`src/rtl/psd_pkg.sv`:
```
// Package: shared types, widths and codes for the point to segment distance block.
`timescale 1ns / 1ps
package psd_pkg;

	localparam int COORD_BITS = 24;
	localparam int VEC_BITS   = COORD_BITS + 1;
	localparam int FRAC_BITS  = 8;
	localparam int DIST_BITS  = 34;
	localparam int ADDR_BITS  = 5;

	// Widths of the intermediate values
	localparam int LEN2_BITS  = 51;
	localparam int QUO_BITS   = 51;
	localparam int D2_BITS    = 52;
	localparam int SQ_BITS    = 2 * QUO_BITS;
	localparam int SQ_STEPS   = D2_BITS / 2 + FRAC_BITS;
	localparam int RAD_BITS   = 2 * SQ_STEPS;
	localparam int REM_BITS   = SQ_STEPS + 2;

	typedef enum logic [1:0] {
		REGION_INTERIOR   = 2'd0,
		REGION_END_A      = 2'd1,
		REGION_END_B      = 2'd2,
		REGION_DEGENERATE = 2'd3
	} psd_region_t;

	typedef enum logic [2:0] {
		REG_END_A_X   = 3'd0,
		REG_END_A_Y   = 3'd1,
		REG_END_A_Z   = 3'd2,
		REG_SEG_VEC_X = 3'd3,
		REG_SEG_VEC_Y = 3'd4,
		REG_SEG_VEC_Z = 3'd5
	} psd_reg_t;

	typedef struct packed {
		logic signed [COORD_BITS-1:0] point_x;
		logic signed [COORD_BITS-1:0] point_y;
		logic signed [COORD_BITS-1:0] point_z;
	} psd_in_t;

	typedef struct packed {
		logic [DIST_BITS-1:0] distance_q8;
		logic [1:0]           nearest_region;
	} psd_out_t;

	typedef struct packed {
		logic signed [COORD_BITS-1:0] a_x;
		logic signed [COORD_BITS-1:0] a_y;
		logic signed [COORD_BITS-1:0] a_z;
		logic signed [VEC_BITS-1:0]   v_x;
		logic signed [VEC_BITS-1:0]   v_y;
		logic signed [VEC_BITS-1:0]   v_z;
		logic [LEN2_BITS-1:0]         len2;
	} psd_cfg_t;

	// One request as it moves along the divider cells
	typedef struct packed {
		logic [QUO_BITS-1:0] rem;
		logic [QUO_BITS-1:0] num;
		logic [QUO_BITS-1:0] quo;
		logic [D2_BITS-1:0]  base;
		psd_region_t         region;
	} psd_div_t;

	// One request as it moves along the square root cells
	typedef struct packed {
		logic [RAD_BITS-1:0] rad;
		logic [SQ_STEPS-1:0] root;
		logic [REM_BITS-1:0] rem;
		psd_region_t         region;
	} psd_sqrt_t;

endpackage

```
`src/rtl/psd_div_cell.sv`:
```
// Divider cell: one restoring quotient bit per cell.
`timescale 1ns / 1ps
module psd_div_cell (
	input  logic                        clk,
	input  logic                        arst_n,
	input  logic                        adv,
	input  logic [psd_pkg::LEN2_BITS-1:0] divisor,
	input  logic                        in_valid,
	input  psd_pkg::psd_div_t           in_data,
	output logic                        out_valid,
	output psd_pkg::psd_div_t           out_data
);
	import psd_pkg::*;

	logic                valid_q;
	psd_div_t            data_q;
	logic [QUO_BITS:0]   trial;
	logic [QUO_BITS:0]   diff;
	psd_div_t            nxt;

	// Shift in the next numerator bit and try a subtract
	always_comb begin
		trial = {in_data.rem, in_data.num[QUO_BITS-1]};
		diff  = trial - {1'b0, divisor};
		nxt   = in_data;
		nxt.num = {in_data.num[QUO_BITS-2:0], 1'b0};
		if (trial >= {1'b0, divisor}) begin
			nxt.rem = diff[QUO_BITS-1:0];
			nxt.quo = {in_data.quo[QUO_BITS-2:0], 1'b1};
		end else begin
			nxt.rem = trial[QUO_BITS-1:0];
			nxt.quo = {in_data.quo[QUO_BITS-2:0], 1'b0};
		end
	end

	always_ff @(posedge clk or negedge arst_n) begin
		if (!arst_n) begin
			valid_q <= 1'b0;
		end else if (adv) begin
			valid_q <= in_valid;
		end
	end

	always_ff @(posedge clk) begin
		if (adv) begin
			data_q <= nxt;
		end
	end

	assign out_valid = valid_q;
	assign out_data  = data_q;

endmodule

```
`config.mk`:
```
export PLATFORM = sky130hd
export DESIGN_NAME = psd_div_cell
export DESIGN_NICKNAME = d
export VERILOG_FILES = /design/src/rtl/psd_pkg.sv /design/src/rtl/psd_div_cell.sv
export SDC_FILE = /design/constraint.sdc
export NUM_CORES = 1
export LEC_CHECK = 0
export ABC_AREA = 1
export BUFFER_PORTS_ARGS = -buffer_cell sky130_fd_sc_hd__buf_2
export CORE_MARGIN = 2
export CORE_UTILIZATION = 33
export CTS_BUF_LIST = sky130_fd_sc_hd__clkbuf_8
export DETAILED_ROUTE_END_ITERATION = 8
export PLACE_DENSITY_LB_ADDON = 0.25
export SYNTH_ARGS = -nofsm -noshare
export SYNTH_HDL_FRONTEND = slang
export SYNTH_SLANG_ARGS = --single-unit
export TNS_END_PERCENT = 20
```
`constraint.sdc`:
```
create_clock -name clk -period 2.05 [get_ports clk]
set_clock_uncertainty 0.2 [all_clocks]
set_input_delay 0 -clock clk [delete_from_list [all_inputs] [get_ports clk]]
set_output_delay 0 -clock clk [all_outputs]
set_load 0.02 [all_outputs]
```
==> results.sh, run 1 <==
export IMPL_status="finished with violations"
export IMPL_violations="hold timing"
export IMPL_power_leakage_nw=10.6
export IMPL_drv_slew=0
export IMPL_dieArea_um2=37000
export IMPL_regArea_um2=6210
export IMPL_place_hpwl_mm=39.0
export IMPL_die_height_um=192
export IMPL_dr_pass1_iters=5
export IMPL_cts_sinks=207
export IMPL_antenna_found_initial=9
export IMPL_rsz0062_at_grt="no"
export IMPL_vias=13284
export IMPL_drtAntennaViolNets=0
export IMPL_cpPeakStageDelay_ns=0.56
export IMPL_clkLatencyLatePin_ns=0.55
export IMPL_fin_cells=2946
export IMPL_irDropWorstVdd_uv=586
export IMPL_area_growth_pct=76.8
export IMPL_path_common_cell="nand2_1"
export IMPL_critPathLaunchType="input port"
export IMPL_power_density_nw_per_um2=637
export IMPL_synth_seq_area_share_pct=53.1
export IMPL_ios=470
export IMPL_cts_root_buf="clkbuf_8"
export IMPL_grt_max_degree=69
export IMPL_setup_viol=0
export IMPL_cts_tree="built"
export IMPL_htreeDepth=2
export IMPL_max_freq_mhz=531
export IMPL_drt_total_wl_mm=54.7
export IMPL_rows=68
export IMPL_crit_path_cell_trace="buf_2, inv_1, ha_1, dlygate4sd3_1, buf_4, inv_1, nor3_4, nand2_2, nor3_2, nand2_1, nand3_1, nand2_1, nand3_1, nand2_1"
export IMPL_drive_gt1_share_pct=29.9
export IMPL_async_flop_share_pct=0.483
export IMPL_synth_seq_cells=207
export IMPL_placeableCoreArea_um2=34700
export IMPL_overflow=0
export IMPL_arrival_ns=2.00
export IMPL_period_share_pct=91.8
export IMPL_syn_cell_area_um2=11700
export IMPL_synth_edf_count=206
export IMPL_cts_setup_buffers=0
export IMPL_synthFlopType="edfxtp_1"
export IMPL_yosysWarnings=0
export IMPL_dr_first_iter_drc_count=815
export IMPL_worstSetupPathType="input port to flop"
export IMPL_place_congestion=0.919
export IMPL_fillCellCount=3053
export IMPL_synthDistinctLibCells=35
export IMPL_final_nets=2774
export IMPL_synthCells=1377
export IMPL_hp_class="input port to flop"
export IMPL_hold_viol_final=12
export IMPL_setup_ws_ns=0.167
export IMPL_routedWlPerCell_um=18.6
export IMPL_io_buffers=467
export IMPL_total_power_w=0.0132
export IMPL_grt_pass1_wl_mm=80.2
export IMPL_clk_path_buf_depth=3
export IMPL_cap_viol_max_count=0
export IMPL_grt_pass1_vias=13854
export IMPL_syn_area_per_cell_um2=8.49
export IMPL_crit_buf_inv=5
export IMPL_crit_fanout=3
export IMPL_path_clk_slew_ns=0.06
export IMPL_cts_made_buffers=38
export IMPL_crit_path_end_kind="flop"
export IMPL_multi_input_area_um2=4210
export IMPL_crit_family="buffers and inverters"
export IMPL_required_ns=2.17
export IMPL_dp_cells=2487
export IMPL_slowest_stage="dlygate4sd3_1"
export IMPL_drc=0
export IMPL_pre_cts_ws_ns=-0.447
export IMPL_period_needed_ns=1.88
export IMPL_grt_use_total_pct=29.2
export IMPL_synth_nets=1691
export IMPL_finalSetupTns_ns=0
export IMPL_start_util_pct=33.7
export IMPL_vias_per_cell=4.51
export IMPL_die_w_um=192
export IMPL_hold_slack_ns=-0.411
-- stage by stage --
stage | instance area (um^2) | hold slack, ns | util (%)
2_1_floorplan | 11700 | -0.496 | -
3_3_place_gp | 16100 | -0.410 | 46.4
3_5_place_dp | 16100 | -0.408 | 46.4
4_1_cts | 20500 | -0.468 | 59.2
5_1_grt | 20700 | -0.421 | 59.5
6_report | 20700 | -0.411 | 59.5
-- Yosys cell counts (all sizes together), types with 4 or more instances --
cell type	count	share of area, %
a21oi	30	1.4
buf	11	0.83
clkbuf	4	0.13
edfxtp	206	53
ha	51	5.5
inv	312	10
nand2	480	15
nand3	55	2.5
nand3b	17	1.1
nand4	33	1.8
nor2	90	3.0
nor3	12	0.68
o21ai	31	1.3
o21bai	8	0.51
xor2	27	2.0
-- cell usage in the layout (no fill, tap or decap), types with 7 or more instances in the layout --
master,n
nand2_1,478
buf_2,466
dlygate4sd3_1,388
inv_1,315
edfxtp_1,206
buf_4,197
nor2_1,83
nand3_1,54
ha_1,51
clkbuf_8,39
nand4_1,32
a21oi_1,29
o21ai_1,28
xor2_1,27
nand3b_1,17
clkinv_1,9
o21bai_1,8
diode_2,7
nor2_2,7
-- path summary, 6_finish.rpt --
path	from	endpoint	slack [ns]	depth (start not counted)
setup / recovery	divisor[47]	out_data[205]$_DFFE_PP_	0.17	14
hold / removal	in_data[185]	out_data[186]$_DFFE_PP_	-0.41	3
setup reg to reg	out_valid$_DFFE_PN0P_	out_valid$_DFFE_PN0P_	0.55	2
hold reg to reg	out_valid$_DFFE_PN0P_	out_valid$_DFFE_PN0P_	0.86	2
max in group asynchronous	arst_n	out_valid$_DFFE_PN0P_	1.43	3
min in group asynchronous	arst_n	out_valid$_DFFE_PN0P_	0.11	3
-- kinds of logic (layout without fill, tap and decap cells) --
| logic type | Yosys count | count (layout) | share of synthesized area, % |
|---|---|---|---|
| adders and majority gates | 52 | 52 | 5.63 |
| other | 1 | 8 | 0.0321 |
| buffers and inverters | 328 | 1435 | 11.0 |
| and+or+nand+nor | 690 | 690 | 24.7 |
| DFF | 207 | 207 | 53.1 |
| muxes | 1 | 1 | 0.0963 |
| xor gates and xnor gates | 28 | 28 | 2.10 |
| AOI/OAI and AO/OA | 70 | 70 | 3.29 |
-- registers in the layout, indices dropped and copies added (netlist names) --
name,cells
out_data,206
out_valid,1
-- metal layers --
layer	vias to the layer above	part of all wire (%)	track usage, %
li1	6505	-	-
met1	6115	41	34.8
met2	501	46	49.1
met3	159	6.9	6.14
met4	4	6.1	15.7
met5	-	0.058	0
-- final cells by class --
class | instances | share of cell area (%)
Inverter | 313 | 5.69
Multi-Input combinational cell | 842 | 20.4
Clock inverter | 25 | 0.539
Antenna cell | 7 | 0.0848
Tap cell | 455 | 2.75
Sequential cell | 207 | 30.1
Timing Repair Buffer | 1058 | 37.9
Clock buffer | 39 | 2.60
-- timing repair --
item                                    4_1_cts  5_1_grt
endpoints found under the setup margin        0        2
hold buffers                                380        8
resized for setup                             0        5
endpoints found under the hold margin       413       14
-- worst min-delay path, cell delays in order --
cell and delay (ns):
buf_2 0.09, nand4_1 0.08, nand2_1 0.07
-- power by group --
part | internal (W) | total, W | switching (W)
logic | 0.00188 | 0.00419 | 0.00231
registers | 0.00516 | 0.00530 | 0.000145
clock network | 0.00177 | 0.00367 | 0.00190
Note: power is estimated with default switching activity, not from simulation.
==> run 2: changes to the inputs <==
- CTS_BUF_LIST: sky130_fd_sc_hd__clkbuf_8 -> sky130_fd_sc_hd__clkbuf_2 sky130_fd_sc_hd__clkbuf_4 sky130_fd_sc_hd__clkbuf_8
==> results.sh, run 2 (synthesis results as in run 1) <==
export IMPL_switchingPower_w=0.00438
export IMPL_crit_fanout=3
export IMPL_path_common_cell="nand2_1"
export IMPL_final_common_cell="nand2_1"
export IMPL_pwr_share_seq_pct=39.7
export IMPL_vias_per_cell=4.52
export IMPL_crit_buf_inv=5
export IMPL_hold_viol_final=10
export IMPL_final_nets=2775
export IMPL_io_buffers=467
export IMPL_overflow=0
export IMPL_holdPathStages=3
export IMPL_cap_viol_max_count=0
export IMPL_fin_cells=2946
export IMPL_antenna_found_initial=9
export IMPL_drtAntennaViolNets=0
export IMPL_htreeDepth=2
export IMPL_ios=470
export IMPL_dr_pass1_iters=7
export IMPL_drt_total_wl_mm=55.5
export IMPL_area_growth_pct=77.1
export IMPL_final_cell_mix="nand2_1 (478), buf_2 (466), dlygate4sd3_1 (389)"
export IMPL_crit_family="simple AND/OR/NAND/NOR gates"
export IMPL_rsz0062_at_grt="no"
export IMPL_routedWlPerCell_um=18.8
export IMPL_hold_path_end="out_data[189]$_DFFE_PP_"
export IMPL_cpPeakStageDelay_ns=0.56
export IMPL_p_clk_share_pct=28.8
export IMPL_drv_slew=0
export IMPL_timing_hold_worst_start="in_data[188]"
export IMPL_place_hpwl_mm=39.0
export IMPL_crit_path_cell_trace="buf_2, inv_1, ha_1, dlygate4sd3_1, buf_4, inv_1, nor3_4, nand2_2, nor3_2, nand2_1, nand3_1, nand2_1, nand3_1, nand2_1"
export IMPL_r2r_end="out_valid$_DFFE_PN0P_"
export IMPL_grt_pass1_vias=13979
export IMPL_critPathLaunchType="input port"
export IMPL_drc=0
export IMPL_dieArea_um2=37000
export IMPL_sw_frac_of_total_pct=32.8
export IMPL_rr_worst_depth=2
export IMPL_reg2reg_from="out_valid$_DFFE_PN0P_"
export IMPL_setup_viol=0
export IMPL_cts_made_buffers=38
export IMPL_placeableCoreArea_um2=34700
export IMPL_slowest_stage="dlygate4sd3_1"
export IMPL_start_util_pct=33.7
export IMPL_power_leakage_nw=10.6
export IMPL_path_clk_slew_ns=0.06
export IMPL_final_area_um2=20700
export IMPL_required_ns=2.17
export IMPL_period_share_pct=92.4
export IMPL_p_int_w=0.00898
export IMPL_die_w_um=192
export IMPL_pwr_share_comb_pct=31.5
export IMPL_die_height_um=192
export IMPL_status="finished with violations"
export IMPL_hp_class="input port to flop"
export IMPL_cts_tree="built"
export IMPL_period_needed_ns=1.89
export IMPL_grt_use_total_pct=29.7
export IMPL_dp_cells=2487
export IMPL_grt_max_degree=69
export IMPL_vias=13323
export IMPL_clkLatencyLatePin_ns=0.55
export IMPL_drive_gt1_share_pct=30.3
export IMPL_power_density_nw_per_um2=645
export IMPL_max_freq_mhz=528
export IMPL_cts_root_buf="clkbuf_8"
export IMPL_r2r_setup_slack_ns=0.56
export IMPL_arrival_ns=2.01
export IMPL_placed_area_um2=16100
export IMPL_worstSetupPathType="input port to flop"
export IMPL_largest_register_ffs=206
export IMPL_crit_path_end_kind="flop"
export IMPL_place_congestion=0.919
export IMPL_hold_slack_ns=-0.406
export IMPL_dr_first_iter_drc_count=732
export IMPL_irDropWorstVdd_uv=553
export IMPL_rows=68
export IMPL_finalSetupTns_ns=0
export IMPL_clk_path_buf_depth=3
export IMPL_grt_pass1_wl_mm=81.5
export IMPL_cts_setup_buffers=0
export IMPL_cts_sinks=207
export IMPL_fin_util_pct=59.6
export IMPL_violations="hold timing"
-- run 2: cell types whose count changed in the layout (fill, tap and decap cells not counted) --
cell / before / now
clkbuf_4: 0 / 9
diode_2: 7 / 6
dlygate4sd3_1: 388 / 389
inv_1: 315 / 306
-- run 2: worst max-delay path by stage --
stage | startpoint | to | slack, ns | depth (start not counted)
after floorplan | in_data[155] | out_data[176]$_DFFE_PP_ | 0.002 | 11
after global placement | divisor[15] | out_data[194]$_DFFE_PP_ | -0.41 | 15
after detailed placement | divisor[21] | out_data[194]$_DFFE_PP_ | -0.45 | 15
after CTS | divisor[47] | out_data[205]$_DFFE_PP_ | 0.04 | 14
after global routing | divisor[47] | out_data[205]$_DFFE_PP_ | 0.05 | 14
final | divisor[47] | out_data[205]$_DFFE_PP_ | 0.16 | 14
-- run 2: metal layers --
metal | vias to the layer above | track usage, % | wire [um]
li1 | 6507 | - | -
met1 | 6104 | 35.3 | 22400
met2 | 538 | 49.8 | 25700
met3 | 168 | 7.24 | 4130
met4 | 6 | 15.5 | 3260
met5 | - | 0 | 34
-- run 2: metrics by stage --
step	power (W)	worst slack [ns]
final	0.0134	0.156
after global routing	0.0140	0.0540
after CTS	0.0133	0.0418
after detailed placement	0.00883	-0.447
after global placement	0.00881	-0.410
after floorplan	0.00708	0.00182
-- run 2: final cells by class --
| class | count | area (um^2) |
|---|---|---|
| well taps | 455 | 569 |
| inverters | 313 | 1170 |
| repair buffers | 1059 | 7840 |
| clock inverters | 16 | 77.6 |
| flip-flops and latches | 207 | 6210 |
| multi-input cells | 842 | 4210 |
| clock buffers | 48 | 604 |
| diodes | 6 | 15.0 |
| fillers | 3063 | 14000 |
-- run 2: worst register-to-register path: stages (launching register included) --
cell,delay [ns]
dfrtp_1,0.37
mux2_2,0.25
dlygate4sd3_1,0.56
-- run 2: power groups by stage --
stage	Clock, W	Sequential (W)	Combinational, W
after global routing	0.00411	0.00534	0.00455
after global placement	0	0.00537	0.00344
final	0.00384	0.00530	0.00421
after CTS	0.00389	0.00529	0.00410
after detailed placement	0	0.00537	0.00347
after floorplan	0	0.00589	0.00118
-- run 2: what timing repair did --
action	4_1_cts	5_1_grt
resized for setup	0	5
hold endpoints to repair	413	14
endpoints found under the setup margin	0	2
hold buffers	380	9
