## config.mk

```make
export PLATFORM = sky130hd
export DESIGN_NAME = psd_sqrt_cell
export DESIGN_NICKNAME = d
export VERILOG_FILES = /design/src/rtl/psd_pkg.sv /design/src/rtl/psd_sqrt_cell.sv
export SDC_FILE = /design/constraint.sdc
export NUM_CORES = 1
export LEC_CHECK = 0
export BUFFER_PORTS_ARGS = -buffer_cell sky130_fd_sc_hd__buf_4
export CAP_MARGIN = 20
export CELL_PAD_IN_SITES_DETAIL_PLACEMENT = 0
export CELL_PAD_IN_SITES_GLOBAL_PLACEMENT = 2
export CORE_ASPECT_RATIO = 0.5
export CORE_MARGIN = 2
export CORE_UTILIZATION = 27
export CTS_BUF_LIST = sky130_fd_sc_hd__clkbuf_4 sky130_fd_sc_hd__clkbuf_8 sky130_fd_sc_hd__clkbuf_16
export CTS_CLUSTER_DIAMETER = 80
export DETAILED_ROUTE_END_ITERATION = 8
export MAX_ROUTING_LAYER = met4
export PLACE_DENSITY_LB_ADDON = 0.1
export SYNTH_ARGS = -nofsm -noshare
export SYNTH_HDL_FRONTEND = slang
export SYNTH_SLANG_ARGS = --single-unit
```

## constraint.sdc

```tcl
create_clock -name clk -period 0.8 [get_ports clk]
set_input_delay 0.04 -clock clk [delete_from_list [all_inputs] [get_ports clk]]
set_output_delay 0.04 -clock clk [all_outputs]
set_load 0.005 [all_outputs]
```

## src/rtl/psd_pkg.sv

```systemverilog
// Package: shared types, widths and codes for the point to segment distance block.
`timescale 1ns / 1ps
package psd_pkg;

	localparam int COORD_BITS = 24;
	localparam int VEC_BITS   = COORD_BITS + 1;
	localparam int FRAC_BITS  = 8;
	localparam int DIST_BITS  = 34;
	localparam int ADDR_BITS  = 5;

	// Widths of the intermediate values
	localparam int LEN2_BITS  = 51;
	localparam int QUO_BITS   = 51;
	localparam int D2_BITS    = 52;
	localparam int SQ_BITS    = 2 * QUO_BITS;
	localparam int SQ_STEPS   = D2_BITS / 2 + FRAC_BITS;
	localparam int RAD_BITS   = 2 * SQ_STEPS;
	localparam int REM_BITS   = SQ_STEPS + 2;

	typedef enum logic [1:0] {
		REGION_INTERIOR   = 2'd0,
		REGION_END_A      = 2'd1,
		REGION_END_B      = 2'd2,
		REGION_DEGENERATE = 2'd3
	} psd_region_t;

	typedef enum logic [2:0] {
		REG_END_A_X   = 3'd0,
		REG_END_A_Y   = 3'd1,
		REG_END_A_Z   = 3'd2,
		REG_SEG_VEC_X = 3'd3,
		REG_SEG_VEC_Y = 3'd4,
		REG_SEG_VEC_Z = 3'd5
	} psd_reg_t;

	typedef struct packed {
		logic signed [COORD_BITS-1:0] point_x;
		logic signed [COORD_BITS-1:0] point_y;
		logic signed [COORD_BITS-1:0] point_z;
	} psd_in_t;

	typedef struct packed {
		logic [DIST_BITS-1:0] distance_q8;
		logic [1:0]           nearest_region;
	} psd_out_t;

	typedef struct packed {
		logic signed [COORD_BITS-1:0] a_x;
		logic signed [COORD_BITS-1:0] a_y;
		logic signed [COORD_BITS-1:0] a_z;
		logic signed [VEC_BITS-1:0]   v_x;
		logic signed [VEC_BITS-1:0]   v_y;
		logic signed [VEC_BITS-1:0]   v_z;
		logic [LEN2_BITS-1:0]         len2;
	} psd_cfg_t;

	// One request as it moves along the divider cells
	typedef struct packed {
		logic [QUO_BITS-1:0] rem;
		logic [QUO_BITS-1:0] num;
		logic [QUO_BITS-1:0] quo;
		logic [D2_BITS-1:0]  base;
		psd_region_t         region;
	} psd_div_t;

	// One request as it moves along the square root cells
	typedef struct packed {
		logic [RAD_BITS-1:0] rad;
		logic [SQ_STEPS-1:0] root;
		logic [REM_BITS-1:0] rem;
		psd_region_t         region;
	} psd_sqrt_t;

endpackage

```

## src/rtl/psd_sqrt_cell.sv

```systemverilog
// Square root cell: one root bit per cell from two radicand bits.
`timescale 1ns / 1ps
module psd_sqrt_cell (
	input  logic                 clk,
	input  logic                 arst_n,
	input  logic                 adv,
	input  logic                 in_valid,
	input  psd_pkg::psd_sqrt_t   in_data,
	output logic                 out_valid,
	output psd_pkg::psd_sqrt_t   out_data
);
	import psd_pkg::*;

	logic                valid_q;
	psd_sqrt_t           data_q;
	logic [REM_BITS-1:0] part;
	logic [REM_BITS-1:0] trial;
	psd_sqrt_t           nxt;

	// Bring down two bits and test the next root bit
	always_comb begin
		part  = {in_data.rem[REM_BITS-3:0], in_data.rad[RAD_BITS-1 -: 2]};
		trial = {in_data.root, 2'b01};
		nxt   = in_data;
		nxt.rad = {in_data.rad[RAD_BITS-3:0], 2'b00};
		if (part >= trial) begin
			nxt.rem  = part - trial;
			nxt.root = {in_data.root[SQ_STEPS-2:0], 1'b1};
		end else begin
			nxt.rem  = part;
			nxt.root = {in_data.root[SQ_STEPS-2:0], 1'b0};
		end
	end

	always_ff @(posedge clk or negedge arst_n) begin
		if (!arst_n) begin
			valid_q <= 1'b0;
		end else if (adv) begin
			valid_q <= in_valid;
		end
	end

	always_ff @(posedge clk) begin
		if (adv) begin
			data_q <= nxt;
		end
	end

	assign out_valid = valid_q;
	assign out_data  = data_q;

endmodule

```

==> results of run 1 <==
state kept, by name, summed over array words and instances (netlist names):
register and cells:
out_data 138, out_valid 1
stage by stage:
stage                     util, %  TNS, ns  cells
after floorplan                 -   -65.73    538
after global placement       42.3   -77.41   1244
after detailed placement     42.3   -80.74   1244
after CTS                    52.2   -84.78   1426
after global routing         53.2   -91.42   1429
final                        53.2   -81.85   1429
power breakdown:
| part | internal [W] | switching [W] | leakage, nW |
|---|---|---|---|
| clock | 0.00433 | 0.00350 | 0.275 |
| sequential | 0.00885 | 0.000258 | 1.36 |
| combinational | 0.00363 | 0.00255 | 4.08 |
cells in the mapped netlist, types with 3 or more instances:
cell type / number
xnor2_1: 13
or2_2: 3
o21ai_0: 39
nand3_1: 11
a211oi_1: 6
nand2_1: 65
a31oi_1: 4
nor3_1: 6
inv_1: 47
a21o_1: 18
nor2b_1: 7
buf_4: 3
clkbuf_1: 8
o31ai_1: 3
nor2_1: 18
buf_2: 3
nand4_1: 6
and3_1: 4
xor2_1: 19
a21oi_1: 34
o21ai_1: 9
edfxtp_1: 138
ha_1: 36
critical path, cell delays in order:
cell,delay [ns]
buf_8,0.10
ha_4,0.26
a21oi_4,0.13
nor2b_1,0.06
or3_4,0.37
a211o_1,0.32
a2111oi_4,0.43
o21ai_2,0.13
a31oi_4,0.24
buf_6,0.15
buf_6,0.15
mux2i_1,0.22
path summary, 6_finish.rpt:
| kind | end | slack (ns) | start |
|---|---|---|---|
| worst max-delay path | out_data[3] | -1.53 | in_data[4] |
| max in group asynchronous | out_valid | 0.23 | arst_n |
| min in group asynchronous | out_valid | 0.47 | arst_n |
| worst max register to register | out_valid | 0.04 | out_valid |
| worst min-delay path | out_data[35] | -0.007 | in_data[33] |
| worst min register to register | out_valid | 0.55 | out_valid |
cell families after synthesis:
| kind of cell | Yosys count | synth area share (%) |
|---|---|---|
| AO/OA/AOI/OAI | 130 | 12.3 |
| other | 1 | 0.0566 |
| buffers and inverters | 65 | 4.17 |
| multiplexers | 2 | 0.321 |
| AND/OR/NAND/NOR | 132 | 9.20 |
| flip-flops | 139 | 62.9 |
| XOR/XNOR | 32 | 4.23 |
| adder cells (fa/ha/maj) | 36 | 6.80 |
layout make-up:
type,count,share of cell area (%)
inverters,47,1.50
well taps,315,3.08
clock inverters,15,1.08
diodes,3,0.0587
multi-input cells,334,19.6
flip-flops and latches,139,32.6
clock buffers,17,3.33
repair buffers,559,38.7
repair_timing:
action                                 CTS  global route
gates resized for setup                 76            79
pin swaps                               22            24
endpoints found under the hold margin  138             1
setup endpoints to repair              176           176
buffers inserted                         9             3
cloned                                   4             0
metal layers:
layer	wire length [um]	vias to the layer above	share of wire [%]
met5	0	-	0
met4	245	0	1.0
met3	1460	18	6.2
met2	11200	128	47
met1	10700	2971	45
li1	-	3091	-
==> impl_metrics.csv, run 1 <==
group,metric,value,unit
outcome,status,"finished, violations left",
outcome,violations,"hold timing, setup timing",
final_layout,multiInputGateArea,2510,um2
sta,min_period,2.33,ns
global_routing,gr-usage-met2,29.9,%
place,place.gp.congestion,0.806,
final_layout,seq_area,4170,um2
die,die_h,115,um
global_routing,grt_max_degree,57,
clock_network,clock_latency,0.44,ns
global_routing,grt_usage,18.9,%
drt,vias_per_cell,4.34,
place,dp_hpwl,17.0,mm
sta,rsz0062_at_grt,"yes",
final_layout,drive_above_1_share,46.1,%
drt,drtAntennaViolNets,0,
logic_synthesis,ys_ff_latch,139,
drt,via_count,6208,
final_layout,final_cell_mix,"buf_4 (340), edfxtp_1 (138), dlygate4sd3_1 (137), buf_6 (71), nand2_1 (57)",
logic_synthesis,synth.area.top_cells,"edfxtp_1 (63%), ha_1 (6.8%), nand2_1 (3.7%), o21ai_0 (2.9%), inv_1 (2.7%)",
logic_synthesis,ys_types,53,
pwr,leakage,5.72,nW
worst_setup_path,crit_arrival,2.61,ns
worst_setup_path,path_class,"in -> reg",
final_layout,nFillCells,2171,
clock_network,cts_tree,"done",
die,die-area,25900,um2
clock_network,ctsLongestPathBuffers,2,
clock_network,cts_root_buf,"clkbuf_16",
global_routing,grt_pass1_wl,35.5,mm
die,ioPinCount,285,
worst_setup_path,endpoint_kind,"register",
clock_network,cts_buffers,17,
worst_setup_path,reg2reg_depth,1,
drt,dr.first_iter.drc_count,230,
final_layout,final_area,12800,um2
drt,post_drt_wl_per_cell,16.5,um
logic_synthesis,async_flop_share,0.719,%
global_routing,use_met1,23.3,%
clock_network,holdBufCountCts,137,
sta,drv_slew,0,
sta,whs,-0.00714,ns
drt,drc_errors,0,
logic_synthesis,synth_top_cell_area_share,62.5,%
clock_network,cts_max_level,4,
pwr,total_power,0.0231,W
place,place_ws,-2.23,ns
logic_synthesis,ys.warnings.count,0,
logic_synthesis,avgSynthCellArea,12.3,um2
clock_network,path_clk_slew,0.06,ns
sta,fmax,0.428,GHz
logic_synthesis,synth_top_flop_cell,"edfxtp_1",
logic_synthesis,synth_top_area_cell,"edfxtp_1",
final_layout,layout_commonest_cell,"buf_4",
sta,setup_slack,-1.53,ns
worst_hold_path,holdPathStages,3,
global_routing,grt_pass1_vias,6390,
worst_setup_path,critPathMaxFanout,8,
drt,wl,23.5,mm
drt,first_pass_iters,4,
worst_setup_path,cp-start-kind,"input pin",
die,start_util,27.6,%
logic_synthesis,synth-edff-count,138,
sta,clock_skew,0,ns
run,drv_cap,0,
clock_network,clock_sinks,139,
global_routing,globalRouteOverflowTotal,0,
logic_synthesis,synth_sequential_area_ratio,62.9,%
sta,setup_violations,176,
die,num_rows,40,
pwr,irDropWorstVdd,1.05,mV
sta,min_period_over_period,292,%
die,fp.coreArea,24000,um2
worst_hold_path,hold_class,"in -> reg",
global_routing,met3_usage,6.11,%
pwr,power_density,1810,nW/um2
final_layout,fin_nets,1278,
worst_setup_path,cp_data_required_time,1.08,ns
sta,hold_violations,1,
die,die_w,226,um
global_routing,grt.busiest_layer,"met2",
global_routing,antenna_found_initial,3,
place,port_buffers,280,
place,dpl-instance-area,10200,um2
logic_synthesis,netlist_instances,537,
logic_synthesis,syn_area,6630,um2
final_layout,area_delta_synth_final,92.9,%
Power figures use the tool's default switching activity.
==> run 2, diff against run 1 <==
==> constraint.sdc (replaced) <==
create_clock -name clk -period 0.8 [get_ports clk]
set_input_delay 0.2 -clock clk [delete_from_list [all_inputs] [get_ports clk]]
set_output_delay 0.2 -clock clk [all_outputs]
set_load 0.005 [all_outputs]
==> run 2 against run 1 <==
The flow finishes with violations (setup timing). Fmax decreased by 8.4%. Via count decreased by 2.7%. Sequential power about the same. Worst hold slack improved by 0.053 ns.
==> impl_metrics.csv, run 2 (same netlist as run 1, synthesis figures left out) <==
group,metric,value,unit
die,ioPinCount,285,
drt,wl,23.3,mm
worst_setup_path,crit_arrival,2.82,ns
worst_setup_path,path_buf_inv,6,
worst_setup_path,cpLargestDelayFamily,"compound AO/OA/AOI/OAI gates",
worst_setup_path,slowest_stage,"or3_4",
pwr,leakage,5.60,nW
sta,hold_violations,0,
worst_setup_path,cp-start-kind,"input pin",
die,start_util,27.6,%
pwr,total_power,0.0237,W
run,drv_cap,0,
global_routing,grt_pass1_vias,6136,
worst_setup_path,cp_common_cell,"buf_6",
worst_setup_path,crit_path_max_incr_delay,0.39,ns
die,fp.coreArea,24000,um2
sta,clock_skew,0,ns
clock_network,clock_latency,0.43,ns
worst_setup_path,path_class,"in -> reg",
final_layout,drive_above_1_share,46.9,%
drt,drc_errors,0,
place,place.gp.congestion,0.806,
clock_network,ctsLongestPathBuffers,2,
clock_network,path_clk_slew,0.06,ns
clock_network,cts_root_buf,"clkbuf_16",
global_routing,grt_pass1_wl,34.4,mm
drt,dr.first_iter.drc_count,226,
place,port_buffers,280,
final_layout,final_cell_mix,"buf_4 (340), edfxtp_1 (138), dlygate4sd3_1 (102), buf_6 (70), nand2_1 (65)",
worst_hold_path,hold_start,"in_data[4]",
sta,rsz0062_at_grt,"yes",
clock_network,cts_buffers,17,
sta,drv_slew,0,
sta,setup_violations,176,
global_routing,grt_max_degree,57,
worst_setup_path,endpoint_kind,"register",
drt,via_count,6043,
pwr,irDropWorstVdd,1.28,mV
final_layout,final_util,51.9,%
clock_network,clock_sinks,139,
die,die_w,226,um
drt,drtAntennaViolNets,0,
worst_setup_path,crit_path_start,"in_data[38]",
worst_setup_path,r2r_start,"out_valid",
global_routing,globalRouteOverflowTotal,0,
die,die-area,25900,um2
drt,vias_per_cell,4.33,
outcome,status,"finished, violations left",
worst_setup_path,critical_path.cell_chain,"buf_8 > inv_4 > ha_4 > buf_6 > nand2b_4 > a21oi_2 > or3_4 > a211o_1 > a2111oi_4 > o21ai_2 > a31oi_4 > buf_6 > buf_6 > buf_12 > mux2i_1",
clock_network,cts_max_level,4,
die,die_h,115,um
final_layout,largest_register_ffs,138,
sta,fmax,0.392,GHz
worst_setup_path,cp_data_required_time,1.07,ns
sta,setup_slack,-1.75,ns
sta,relSlewSlack,67.3,%
die,num_rows,40,
final_layout,layout_commonest_cell,"buf_4",
clock_network,cts_tree,"done",
worst_hold_path,hold_class,"in -> reg",
drt,first_pass_iters,5,
drt,post_drt_wl_per_cell,16.7,um
final_layout,area_delta_synth_final,88.2,%
global_routing,antenna_found_initial,2,
sta,min_period,2.55,ns
place,dp_hpwl,17.0,mm
outcome,violations,"setup timing",
worst_setup_path,critPathMaxFanout,8,
sta,min_period_over_period,319,%
final_layout,fin_nets,1246,
sta,tightestPinTransition,0.484,ns
pwr,power_density,1900,nW/um2
global_routing,grt_usage,18.3,%
[run 2: changes by cell type in the layout (fill, tap and decap cells not counted), moves of 2 or more]
| cell | delta |
|---|---|
| o31ai_4 | -2 |
| dlygate4sd3_1 | -35 |
| bufinv_16 | +2 |
| clkinv_1 | -2 |
| o21ai_2 | +4 |
| nand2_1 | +8 |
| o21ai_1 | -3 |
| nand2_4 | -5 |
| nand2_2 | -3 |
| clkbuf_16 | +2 |
[run 2: timing repair]
item | 4_1_cts | 5_1_grt
hold buffers | 103 | 0
gates resized for setup | 88 | 51
setup endpoints to repair | 176 | 177
cloned | 3 | 2
setup buffers | 8 | 3
pin swaps | 28 | 1
hold endpoints to repair | 103 | 0
[run 2: power breakdown]
part	total (W)	switching (W)	internal, W
Combinational	0.00606	0.00251	0.00356
Clock	0.00848	0.00346	0.00502
Sequential	0.00911	0.000262	0.00885
[run 2: stage by stage]
step / setup slack [ns] / hold slack [ns] / cells / area [um2] / TNS, ns
6_report: -1.75 / 0.0456 / 1396 / 12500 / -110.61
2_1_floorplan: -1.97 / -0.0956 / 538 / 6720 / -71.65
3_3_place_gp: -2.31 / -0.0239 / 1244 / 10200 / -101.13
5_1_grt: -1.84 / 0.0341 / 1396 / 12500 / -120.26
3_5_place_dp: -2.40 / -0.0235 / 1244 / 10200 / -104.37
4_1_cts: -1.71 / 0.0161 / 1390 / 12200 / -113.72
[run 2: routing by layer]
layer	part of all wire [%]	routed length, um	GRT usage (%)	vias up
met2	46	10800	28.1	140
met5	0	0	-	-
met3	6.8	1580	6.59	13
li1	-	-	-	3022
met4	0.93	216	4.50	0
met1	46	10700	23.0	2868
[run 2: path summary, 6_finish.rpt]
kind | to | slack [ns] | cells past startpoint
worst max-delay path | out_data[3] | -1.75 | 15
worst min-delay path | out_data[6] | 0.05 | 3
worst max register to register | out_valid | 0.03 | 1
worst min register to register | out_valid | 0.55 | 1
max in group asynchronous | out_valid | 0.60 | 2
min in group asynchronous | out_valid | 0.12 | 2
[run 2: area by class of cell]
| type | instances | area (um2) |
|---|---|---|
| antenna | 2 | 5.00 |
| clock buffer | 18 | 433 |
| clock inverter | 14 | 185 |
| fill | 2193 | 11600 |
| inverter | 47 | 191 |
| multi-input combinational | 334 | 2420 |
| sequential | 139 | 4170 |
| tap | 315 | 394 |
| timing repair buffer | 527 | 4670 |
[run 2: tightest hold or removal path, cell delays in order]
cell,delay (ns)
buf_8,0.08
nand2_1,0.05
o21ai_2,0.05
==> run 3, diff against run 2 <==
- GPL_ROUTABILITY_DRIVEN: not set -> 0
- SKIP_LAST_GASP: not set -> 1
==> run 3 against run 2 <==
The run still ends with setup timing left. Via count about the same. Count of clock-buffer cells in the layout unchanged. Fmax up 0.17%. Sequential share of layout area about the same. Global-route usage about the same. Utilization down 0.073 points. Non-clock buffer count unchanged. Combinational power about the same. Critical path type unchanged. Critical endpoint unchanged.
==> impl_metrics.csv, run 3 (same netlist as run 1, synthesis figures left out) <==
group,metric,value,unit
place,place_ws,-2.40,ns
clock_network,path_clk_slew,0.06,ns
drt,drtAntennaViolNets,0,
global_routing,grt_max_degree,57,
final_layout,fin_nets,1246,
clock_network,cts_buffers,17,
drt,first_pass_iters,4,
drt,post_drt_wl_per_cell,16.7,um
die,die_w,226,um
sta,min_period,2.54,ns
clock_network,clock_sinks,139,
drt,dr.first_iter.drc_count,248,
sta,min_period_over_period,318,%
drt,wl,23.3,mm
die,ioPinCount,285,
die,die-area,25900,um2
sta,setup_slack,-1.74,ns
run,drv_cap,0,
sta,hold_violations,0,
worst_setup_path,cp_data_required_time,1.08,ns
worst_setup_path,rrSetupSlack,0.03,ns
global_routing,antenna_found_initial,2,
final_layout,nFillCells,2195,
pwr,leakage,5.58,nW
pwr,irDropWorstVdd,1.27,mV
worst_setup_path,r2r_start,"out_valid",
final_layout,layout_commonest_cell,"buf_4",
die,fp.coreArea,24000,um2
worst_hold_path,hold_class,"in -> reg",
sta,whs,0.0448,ns
clock_network,clock_latency,0.43,ns
worst_hold_path,hold_start,"in_data[4]",
sta,rsz0062_at_grt,"yes",
worst_setup_path,critPathMaxFanout,8,
final_layout,largest_register_ffs,138,
final_layout,drive_above_1_share,46.9,%
global_routing,globalRouteOverflowTotal,0,
sta,setup_violations,176,
pwr,total_power,0.0236,W
outcome,violations,"setup timing",
final_layout,final_cell_mix,"buf_4 (343), edfxtp_1 (138), dlygate4sd3_1 (102), buf_6 (67), nand2_1 (65)",
place,port_buffers,280,
sta,tns,-110.50,ns
clock_network,ctsLongestPathBuffers,2,
place,dpl-instance-area,10200,um2
global_routing,grt_pass1_wl,34.3,mm
worst_setup_path,cp-start-kind,"input pin",
sta,clock_skew,0,ns
worst_setup_path,endpoint_kind,"register",
clock_network,cts_root_buf,"clkbuf_16",
clock_network,cts_tree,"done",
sta,fmax,0.393,GHz
worst_setup_path,crit_arrival,2.82,ns
final_layout,final_area,12500,um2
outcome,status,"finished, violations left",
final_layout,area_delta_synth_final,88.0,%
global_routing,grt_pass1_vias,6139,
global_routing,grt_usage,18.3,%
die,start_util,27.6,%
drt,via_count,6041,
sta,drv_slew,0,
pwr,power_density,1900,nW/um2
clock_network,cts_max_level,4,
drt,vias_per_cell,4.33,
die,die_h,115,um
worst_setup_path,path_class,"in -> reg",
drt,drc_errors,0,
die,num_rows,40,
place,dp_hpwl,17.0,mm
worst_setup_path,crit_path_start,"in_data[38]",
[run 3: worst paths after layout]
check                         endpoint  cells past startpoint
max reg2reg                  out_valid                      1
min                        out_data[6]                      3
min in group asynchronous    out_valid                      2
max in group asynchronous    out_valid                      2
max                        out_data[3]                     15
min reg2reg                  out_valid                      1
[run 3: layer usage]
metal / vias up / global-route usage [%] / wire [um] / part of all wire (%)
li1: 3025 / - / - / -
met1: 2871 / 22.9 / 10700 / 46
met2: 133 / 28.2 / 10800 / 46
met3: 12 / 6.59 / 1520 / 6.5
met4: 0 / 4.50 / 210 / 0.90
met5: - / - / 0 / 0
[run 3: where the power goes]
part	switching (W)	internal [W]	total, W
combinational	0.00251	0.00354	0.00605
clock	0.00345	0.00502	0.00847
sequential	0.000258	0.00885	0.00910
[run 3: critical path, cell delays in order]
cell	delay (ns)
buf_8	0.10
inv_4	0.05
ha_4	0.20
buf_6	0.12
nand2b_4	0.06
a21oi_2	0.05
or3_4	0.39
a211o_1	0.36
a2111oi_4	0.37
o21ai_2	0.11
a31oi_4	0.21
buf_6	0.13
buf_6	0.12
buf_12	0.14
mux2i_1	0.21
[run 3: what timing repair did]
item,in CTS,in global routing
setup buffers,8,3
endpoints found under the setup margin,176,177
hold endpoints to repair,103,0
cloned,3,2
hold buffers,103,0
resized for setup,85,48
pin swaps,27,1
[run 3: area by class of cell]
type	instances	area, um2	share of cell area, %
Antenna cell	2	5.00	0.0402
Clock buffer	18	433	3.48
Clock inverter	14	185	1.49
Inverter	47	191	1.54
Multi-Input combinational cell	334	2410	19.4
Sequential cell	139	4170	33.5
Tap cell	315	394	3.17
Timing Repair Buffer	527	4660	37.4
[run 3: metrics by stage]
stage,utilization [%],instances
6_report,51.8,1396
5_1_grt,51.8,1396
4_1_cts,50.8,1390
3_5_place_dp,42.3,1244
3_3_place_gp,42.3,1244
2_1_floorplan,-,538
